`config.mk`:
```
export PLATFORM = sky130hd
export DESIGN_NAME = base64_stream_decoder_flat
export DESIGN_NICKNAME = d
export VERILOG_FILES = /design/src/sv/b64d_pkg.sv /design/src/sv/b64d_in_if.sv /design/src/sv/b64d_out_if.sv /design/src/sv/base64_stream_decoder.sv /design/src/sv/b64d_front.sv /design/src/sv/b64d_queue.sv /design/src/sv/b64d_back.sv /design/src/flat_wrapper.sv
export SDC_FILE = /design/constraint.sdc
export NUM_CORES = 1
export LEC_CHECK = 0
export ABC_AREA = 1
export ABC_CLOCK_PERIOD_IN_PS = 8100
export BUFFER_PORTS_ARGS = -buffer_cell sky130_fd_sc_hd__buf_2
export CORE_UTILIZATION = 55
export DETAILED_ROUTE_END_ITERATION = 10
export HOLD_SLACK_MARGIN = 0.12
export PLACE_DENSITY = 0.72
export SLEW_MARGIN = 20
export SYNTH_ARGS = -nofsm -noshare
export SYNTH_HDL_FRONTEND = slang
export SYNTH_SLANG_ARGS = --single-unit
```
`constraint.sdc`:
```
create_clock -name clk -period 8.1 [get_ports clk]
set_input_delay 1.215 -clock clk [delete_from_list [all_inputs] [get_ports clk]]
set_output_delay 1.215 -clock clk [all_outputs]
set_load 0.02 [all_outputs]
```
`src/sv/b64d_pkg.sv`:
```
`default_nettype none
package b64d_pkg;

  // One queued job: the results that one character causes
  typedef struct packed {
    logic [7:0] byte0;
    logic [7:0] byte1;
    logic [7:0] byte2;
    logic [1:0] nbytes;
    logic       has_end;
    logic       end_status;
  } job_t;

  typedef struct packed {
    logic       ok;
    logic [5:0] val;
  } sextet_t;

  localparam logic [7:0] CHAR_SPACE = 8'h20;
  localparam logic [7:0] CHAR_TAB   = 8'h09;
  localparam logic [7:0] CHAR_CR    = 8'h0D;
  localparam logic [7:0] CHAR_PLUS  = 8'h2B;
  localparam logic [7:0] CHAR_SLASH = 8'h2F;

  localparam logic [5:0] OFS_LOWER = 6'd26;
  localparam logic [5:0] OFS_DIGIT = 6'd52;
  localparam logic [5:0] VAL_PLUS  = 6'd62;
  localparam logic [5:0] VAL_SLASH = 6'd63;

  function automatic logic is_blank(input logic [7:0] c);
    is_blank = (c == CHAR_SPACE) || (c >= CHAR_TAB && c <= CHAR_CR);
  endfunction

  function automatic sextet_t sextet_of(input logic [7:0] c);
    sextet_t s;
    logic [7:0] d;
    s = '0;
    d = '0;
    if (c >= "A" && c <= "Z") begin
      d = c - 8'("A");
      s = '{ok: 1'b1, val: d[5:0]};
    end else if (c >= "a" && c <= "z") begin
      d = c - 8'("a");
      s = '{ok: 1'b1, val: d[5:0] + OFS_LOWER};
    end else if (c >= "0" && c <= "9") begin
      d = c - 8'("0");
      s = '{ok: 1'b1, val: d[5:0] + OFS_DIGIT};
    end else if (c == CHAR_PLUS) begin
      s = '{ok: 1'b1, val: VAL_PLUS};
    end else if (c == CHAR_SLASH) begin
      s = '{ok: 1'b1, val: VAL_SLASH};
    end
    sextet_of = s;
  endfunction

endpackage
`default_nettype wire

```
`src/sv/b64d_in_if.sv`:
```
`default_nettype none
interface b64d_in_if;
  logic       valid;
  logic       ready;
  logic [7:0] char_code;
  logic       end_of_string;

  modport source (output valid, output char_code, output end_of_string, input ready);
  modport sink   (input valid, input char_code, input end_of_string, output ready);
endinterface
`default_nettype wire

```
`src/sv/b64d_out_if.sv`:
```
`default_nettype none
interface b64d_out_if;
  logic       valid;
  logic       ready;
  logic [7:0] data_byte;
  logic       byte_valid;
  logic       run_last;
  logic       string_done;
  logic       status;

  modport source (output valid, output data_byte, output byte_valid, output run_last,
                  output string_done, output status, input ready);
  modport sink   (input valid, input data_byte, input byte_valid, input run_last,
                  input string_done, input status, output ready);
endinterface
`default_nettype wire

```
`src/sv/base64_stream_decoder.sv`:
```
// channel  dir  word
// in_ch    in   char_code, end_of_string
// out_ch   out  data_byte, byte_valid, run_last, string_done, status
//
// One character is taken per cycle while the job queue between front and
// back has room; the back end sends one word per cycle unless out_ch.ready
// is low, so a full group gives up to three words (four with the end word).
// Results pass the queue and then the output register. Reset is synchronous
// and empties the queue and output register. Output stalls back up through
// the queue to in_ch.ready only once the queue is full.
`default_nettype none
module base64_stream_decoder #(
  parameter int QueueDepth = 4
) (
  input  wire logic  clk,
  input  wire logic  rst_n,
  b64d_in_if.sink    in_ch,
  b64d_out_if.source out_ch
);
  import b64d_pkg::*;

  job_t job, head_job;
  logic push, full, pop, head_valid, accept;

  assign in_ch.ready = !full;
  assign accept      = in_ch.valid && !full;

  b64d_front u_front (
    .clk           (clk),
    .rst_n         (rst_n),
    .accept        (accept),
    .char_code     (in_ch.char_code),
    .end_of_string (in_ch.end_of_string),
    .job           (job),
    .push          (push)
  );

  b64d_queue #(
    .Depth (QueueDepth)
  ) u_queue (
    .clk        (clk),
    .rst_n      (rst_n),
    .push       (push),
    .push_job   (job),
    .full       (full),
    .pop        (pop),
    .head_valid (head_valid),
    .head_job   (head_job)
  );

  b64d_back u_back (
    .clk        (clk),
    .rst_n      (rst_n),
    .head_valid (head_valid),
    .head_job   (head_job),
    .pop        (pop),
    .out_ch     (out_ch)
  );

endmodule
`default_nettype wire

```
`src/sv/b64d_front.sv`:
```
`default_nettype none
module b64d_front (
  input  wire logic          clk,
  input  wire logic          rst_n,
  input  wire logic          accept,
  input  wire logic [7:0]    char_code,
  input  wire logic          end_of_string,
  output b64d_pkg::job_t     job,
  output logic               push
);
  import b64d_pkg::*;

  logic [1:0] pos_r, pos_nxt;
  logic [5:0] v1_r, v1_nxt, v2_r, v2_nxt, v3_r, v3_nxt;
  logic       v3ok_r, v3ok_nxt;
  logic       halted_r, halted_nxt;
  logic       any_r, any_nxt;
  sextet_t    sx;

  always_comb begin
    sx         = sextet_of(char_code);
    pos_nxt    = pos_r;
    v1_nxt     = v1_r;
    v2_nxt     = v2_r;
    v3_nxt     = v3_r;
    v3ok_nxt   = v3ok_r;
    halted_nxt = halted_r;
    any_nxt    = any_r;
    job        = '0;
    job.byte0  = {v1_r, v2_r[5:4]};
    job.byte1  = {v2_r[3:0], v3_r[5:2]};
    job.byte2  = {v3_r[1:0], sx.val};

    if (!halted_r && !is_blank(char_code)) begin
      if (!pos_r[1] && !sx.ok) begin
        // bad first or second value: stop until end of string
        halted_nxt = 1'b1;
        pos_nxt    = 2'd0;
      end else if (pos_r != 2'd3) begin
        case (pos_r)
          2'd0:    v1_nxt = sx.val;
          2'd1:    v2_nxt = sx.val;
          default: begin
            v3_nxt   = sx.val;
            v3ok_nxt = sx.ok;
          end
        endcase
        pos_nxt = pos_r + 2'd1;
      end else begin
        job.nbytes = v3ok_r ? (sx.ok ? 2'd3 : 2'd2) : 2'd1;
        any_nxt    = 1'b1;
        pos_nxt    = 2'd0;
      end
    end

    if (end_of_string) begin
      job.has_end    = 1'b1;
      job.end_status = !any_nxt;
      pos_nxt        = 2'd0;
      halted_nxt     = 1'b0;
      any_nxt        = 1'b0;
      v3ok_nxt       = 1'b0;
    end

    push = accept && (job.nbytes != 2'd0 || job.has_end);
  end

  always_ff @(posedge clk) begin
    if (!rst_n) begin
      pos_r    <= '0;
      v3ok_r   <= 1'b0;
      halted_r <= 1'b0;
      any_r    <= 1'b0;
    end else if (accept) begin
      pos_r    <= pos_nxt;
      v3ok_r   <= v3ok_nxt;
      halted_r <= halted_nxt;
      any_r    <= any_nxt;
    end
  end

  always_ff @(posedge clk) begin
    if (accept) begin
      v1_r <= v1_nxt;
      v2_r <= v2_nxt;
      v3_r <= v3_nxt;
    end
  end

endmodule
`default_nettype wire

```
`src/sv/b64d_queue.sv`:
```
`default_nettype none
module b64d_queue #(
  parameter int Depth = 4
) (
  input  wire logic           clk,
  input  wire logic           rst_n,
  input  wire logic           push,
  input  wire b64d_pkg::job_t push_job,
  output logic                full,
  input  wire logic           pop,
  output logic                head_valid,
  output b64d_pkg::job_t      head_job
);
  import b64d_pkg::*;

  localparam int PtrW = (Depth > 1) ? $clog2(Depth) : 1;
  localparam int CntW = $clog2(Depth + 1);
  localparam logic [PtrW-1:0] PtrMax = PtrW'(Depth - 1);
  localparam logic [CntW-1:0] CntFull = CntW'(Depth);

  job_t            mem_r [Depth];
  logic [PtrW-1:0] wr_r, wr_nxt, rd_r, rd_nxt;
  logic [CntW-1:0] cnt_r, cnt_nxt;

  assign full       = (cnt_r == CntFull);
  assign head_valid = (cnt_r != '0);
  assign head_job   = mem_r[rd_r];

  always_comb begin
    wr_nxt  = push ? ((wr_r == PtrMax) ? '0 : wr_r + 1'b1) : wr_r;
    rd_nxt  = pop  ? ((rd_r == PtrMax) ? '0 : rd_r + 1'b1) : rd_r;
    cnt_nxt = cnt_r;
    if (push && !pop) begin
      cnt_nxt = cnt_r + 1'b1;
    end else if (pop && !push) begin
      cnt_nxt = cnt_r - 1'b1;
    end
  end

  always_ff @(posedge clk) begin
    if (!rst_n) begin
      wr_r  <= '0;
      rd_r  <= '0;
      cnt_r <= '0;
    end else begin
      wr_r  <= wr_nxt;
      rd_r  <= rd_nxt;
      cnt_r <= cnt_nxt;
    end
  end

  always_ff @(posedge clk) begin
    if (push) begin
      mem_r[wr_r] <= push_job;
    end
  end

endmodule
`default_nettype wire

```
`src/sv/b64d_back.sv`:
```
`default_nettype none
module b64d_back (
  input  wire logic           clk,
  input  wire logic           rst_n,
  input  wire logic           head_valid,
  input  wire b64d_pkg::job_t head_job,
  output logic                pop,
  b64d_out_if.source          out_ch
);
  import b64d_pkg::*;

  logic [1:0] idx_r, idx_nxt;
  logic       valid_r, valid_nxt;
  logic [7:0] byte_r, byte_nxt;
  logic       bval_r, bval_nxt;
  logic       last_r, last_nxt;
  logic       done_r, done_nxt;
  logic       stat_r, stat_nxt;
  logic       load;
  logic [2:0] total;

  assign out_ch.valid       = valid_r;
  assign out_ch.data_byte   = byte_r;
  assign out_ch.byte_valid  = bval_r;
  assign out_ch.run_last    = last_r;
  assign out_ch.string_done = done_r;
  assign out_ch.status      = stat_r;

  always_comb begin
    total     = {1'b0, head_job.nbytes} + {2'b00, head_job.has_end};
    load      = head_valid && (!valid_r || out_ch.ready);
    last_nxt  = ({1'b0, idx_r} + 3'd1 == total);
    pop       = load && last_nxt;
    idx_nxt   = idx_r;
    valid_nxt = valid_r && !out_ch.ready;
    byte_nxt  = byte_r;
    bval_nxt  = bval_r;
    done_nxt  = done_r;
    stat_nxt  = stat_r;
    if (load) begin
      valid_nxt = 1'b1;
      idx_nxt   = pop ? 2'd0 : idx_r + 2'd1;
      if (idx_r < head_job.nbytes) begin
        case (idx_r)
          2'd0:    byte_nxt = head_job.byte0;
          2'd1:    byte_nxt = head_job.byte1;
          default: byte_nxt = head_job.byte2;
        endcase
        bval_nxt = 1'b1;
        done_nxt = 1'b0;
        stat_nxt = 1'b0;
      end else begin
        // end word closes the string
        byte_nxt = '0;
        bval_nxt = 1'b0;
        done_nxt = 1'b1;
        stat_nxt = head_job.end_status;
      end
    end
  end

  always_ff @(posedge clk) begin
    if (!rst_n) begin
      idx_r   <= '0;
      valid_r <= 1'b0;
    end else begin
      idx_r   <= idx_nxt;
      valid_r <= valid_nxt;
    end
  end

  always_ff @(posedge clk) begin
    if (load) begin
      byte_r <= byte_nxt;
      bval_r <= bval_nxt;
      last_r <= last_nxt;
      done_r <= done_nxt;
      stat_r <= stat_nxt;
    end
  end

endmodule
`default_nettype wire
```
`src/flat_wrapper.sv`:
```
// flat-port wrapper written by rule: the top's interface ports become plain ports
module base64_stream_decoder_flat import b64d_pkg::*;
#(
  parameter int QueueDepth = 4
)
  (clk, rst_n, in_ch_valid, in_ch_char_code, in_ch_end_of_string, in_ch_ready, out_ch_valid, out_ch_data_byte, out_ch_byte_valid, out_ch_run_last, out_ch_string_done, out_ch_status, out_ch_ready);
  b64d_in_if in_ch_i ();
  b64d_out_if out_ch_i ();
  input  wire logic clk;
  input  wire logic rst_n;
  input wire logic [$bits(in_ch_i.valid)-1:0] in_ch_valid;
  input wire logic [$bits(in_ch_i.char_code)-1:0] in_ch_char_code;
  input wire logic [$bits(in_ch_i.end_of_string)-1:0] in_ch_end_of_string;
  output wire logic [$bits(in_ch_i.ready)-1:0] in_ch_ready;
  output wire logic [$bits(out_ch_i.valid)-1:0] out_ch_valid;
  output wire logic [$bits(out_ch_i.data_byte)-1:0] out_ch_data_byte;
  output wire logic [$bits(out_ch_i.byte_valid)-1:0] out_ch_byte_valid;
  output wire logic [$bits(out_ch_i.run_last)-1:0] out_ch_run_last;
  output wire logic [$bits(out_ch_i.string_done)-1:0] out_ch_string_done;
  output wire logic [$bits(out_ch_i.status)-1:0] out_ch_status;
  input wire logic [$bits(out_ch_i.ready)-1:0] out_ch_ready;
  assign in_ch_i.valid = in_ch_valid;
  assign in_ch_i.char_code = in_ch_char_code;
  assign in_ch_i.end_of_string = in_ch_end_of_string;
  assign in_ch_ready = in_ch_i.ready;
  assign out_ch_valid = out_ch_i.valid;
  assign out_ch_data_byte = out_ch_i.data_byte;
  assign out_ch_byte_valid = out_ch_i.byte_valid;
  assign out_ch_run_last = out_ch_i.run_last;
  assign out_ch_string_done = out_ch_i.string_done;
  assign out_ch_status = out_ch_i.status;
  assign out_ch_i.ready = out_ch_ready;
  base64_stream_decoder #(.QueueDepth(QueueDepth)) u_core (.clk(clk), .rst_n(rst_n), .in_ch(in_ch_i), .out_ch(out_ch_i));
endmodule
```
==> metrics.txt <==
run status=complete, no violations; worst hold stages=0; YS warnings=0; Avg Cell Area, Syn=11.4 µm²; # port buffers=26; Tcrit/Tclk final=50.5%; number of diodes=0; RSZ-0062 raised after global routing=false; dpl cell area=7350 µm²; clock power share=32.1%; final setup violating endpoints=0; fin. max-slew vios=0; cell count after synthesis=619; Clock Sinks=159; Seq/Total Area, Yosys=65.5%; via count=4647; worst clock skew=0.00853 ns; pwr/cell area=310 nW/µm²; IR drop worst, VDD=0.166 mV; worst slew pin tran=0.834 ns; Die Y=115 µm; Worst Setup End Kind=flop; Leakage=2.98 nW; TNS Setup=0 ns; GRT Util Overall=23.4%; Synth Flop Type=edfxtp_1; register share of total power=43.0%; site row count=40; Period minus WS final=4.09 ns; Seq. cell area=4600 µm²; # hold bufs at CTS=0; number of global-route vias before repair=4566; hold slack=0.495 ns; internal reg-to-reg setup slack=4.01 ns; Post-Route WL=14300 µm; latest clock arrival within the worst-skew pair=0.42 ns; DRT iter0 DRCs=414; Final ANT Viol Nets=0; post-layout util=64.8%; Layout Cells excl Fill=832; post-CTS sizing=0; Max H-tree Level=4; overall power=2.47 mW; Clock Tree Buf Depth=2; post-synthesis cell area=7030 µm²; CTS Buf Count=17; sw power=0.758 mW; Area growth, synth to finish=13.0%; initial core utilization=57.4%; asr flop ratio synth=0%; Placed Cells=800; critical path data required time=8.40 ns; I/O pin cnt=27; gpl congestion=0.957; final instance area=7950 µm²; Setup Fix Bufs, Post-CTS=0; post-route worst setup slack=4.01 ns; routed vias/inst=5.59; Max Fclk=245 MHz; Rel. slew slack=44.2%; Layout Nets=691; largest net degree at the start of global routing=58; Pint=1.71 mW; TritonRoute pass-1 iters=5; Post-synth EDFFs=142; CP Launch Type=flop; CTS tree=built; Die W=115 µm; worst-path maximum fanout=57; pre-CTS setup slack=4.06 ns; wire length of the first global-routing pass=22900 µm; DR DRC count=0; max-cap viol count=0; endpoints failing hold=0; Root Driver=clkbuf_16; DR WL/cell=17.2 µm; layout cells sized above 1=13.3%; Net Sw Frac=30.7%; hold crit path type=flop to flop; Die ar.=13200 µm²; total global routing overflow=0; antenna violations before repair=0; Netlist cell types=42; DP Wirelength=8790 µm; CP arrival=4.39 ns; area occupied by multi-input gates=2140 µm²; Core Footprint=12300 µm²; Crit Path Class=flop to flop; FF-to-FF path depth=17; Clk pin slew, worst setup/hold paths=0.06 ns; Comb pwr share=24.9%; syn_nets=659; Fill cells=890; flops & latches, synth=159
[worst paths after layout]
path | from | to
worst max-delay path | flop | u_core.u_queue.cnt_r[2]
worst min register to register | u_core.u_front.v1_r[3] | u_core.u_queue.mem_r[1][25]
worst min-delay path | u_core.u_front.v1_r[3] | u_core.u_queue.mem_r[1][25]
worst max register to register | flop | u_core.u_queue.cnt_r[2]
[Yosys cell counts (all sizes together) (2+ instances only)]
| cell | number | area share [%] |
|---|---|---|
| a21oi | 26 | 1.9 |
| a221oi | 8 | 1.0 |
| buf | 12 | 0.98 |
| clkbuf | 10 | 0.53 |
| dfxtp | 17 | 4.8 |
| edfxtp | 142 | 61 |
| ha | 26 | 4.6 |
| inv | 50 | 2.7 |
| nand2 | 71 | 4.1 |
| nand3 | 16 | 1.3 |
| nand4 | 5 | 0.66 |
| nor2 | 122 | 6.8 |
| nor3 | 4 | 0.52 |
| o211ai | 4 | 0.43 |
| o21ai | 70 | 5.0 |
| o22ai | 18 | 1.6 |
| xnor2 | 2 | 0.25 |
| xor2 | 7 | 0.87 |
[logic make-up after synthesis]
group,after synthesis,share of synthesized area (%)
fa+ha+maj,27,4.91
flops,159,65.5
buf+inv,73,4.30
simple gates,222,13.9
compound gates,129,10.3
xor+xnor,9,1.12
[worst max-delay path: stages (launching register included)]
cell     delay [ns]
dfxtp_1        0.33
buf_4          0.49
inv_1          0.47
buf_4          0.37
o21ai_0        0.18
o22ai_1        0.12
ha_1           0.20
ha_1           0.29
xor2_1         0.15
nor2_1         0.09
nand2_1        0.17
ha_1           0.18
inv_1          0.07
fa_1           0.37
a21oi_1        0.14
o21ai_0        0.11
o21ai_0        0.15
a21oi_1        0.06
[layout make-up]
cell class / count / share of cell area [%]
flip-flops and latches: 159 / 57.9
well taps: 168 / 2.64
repair buffers: 35 / 2.49
clock inverters: 4 / 0.566
clock buffers: 28 / 7.05
inverters: 51 / 2.47
multi-input cells: 387 / 26.9
[sequential cells by signal (all words and copies together) (netlist names), named ones only]
signal / cells
u_core.u_back.out_ch.string_done: 1
u_core.u_front.v1_r: 6
u_core.u_front.v2_r: 6
u_core.u_queue.rd_r: 2
u_core.u_front.v3ok_r: 1
u_core.u_front.halted_r: 1
u_core.u_back.out_ch.valid: 1
u_core.u_back.out_ch.data_byte: 8
u_core.u_queue.wr_r: 2
u_core.u_queue.cnt_r: 3
u_core.u_back.out_ch.byte_valid: 1
u_core.u_back.out_ch.status: 1
u_core.u_queue.mem_r: 112
u_core.u_back.out_ch.run_last: 1
u_core.u_front.v3_r: 6
u_core.u_front.pos_r: 2
u_core.u_back.idx_r: 2
u_core.u_front.any_r: 1
[cells in the final DEF, fill, tap and decap left out, drive strengths merged]
master	netlist	routed
edfxtp	142	142
nor2	122	122
nand2	71	71
o21ai	70	70
inv	50	50
buf	12	35
clkbuf	10	28
ha	26	26
a21oi	26	26
o22ai	18	18
dfxtp	17	17
nand3	16	16
a221oi	8	8
xor2	7	7
nand4	5	5
o211ai	4	4
clkinv	1	4
nor3	4	4
xnor2	2	2
nand3b	1	1
a32oi	1	1
a31oi	1	1
o221ai	1	1
nor4	1	1
or3	1	1
nor3b	1	1
fa	1	1
bufinv	0	1
[layer usage]
layer | track usage (%) | wire (µm) | vias to the layer above
li1 | - | - | 2235
met1 | 29.9 | 6190 | 2223
met2 | 39.4 | 7090 | 166
met3 | 4.16 | 715 | 23
met4 | 10.3 | 290 | 0
met5 | 0 | 0 | -
[power by group through the flow]
stage          registers [mW]  clock network (mW)  logic [mW]
3_3_place_gp             1.07                   0       0.601
2_1_floorplan            1.12                   0       0.383
5_1_grt                  1.07               0.836       0.686
3_5_place_dp             1.08                   0       0.613
6_report                 1.06               0.793       0.615
4_1_cts                  1.06               0.801       0.618
Power figures use the tool's default switching activity.
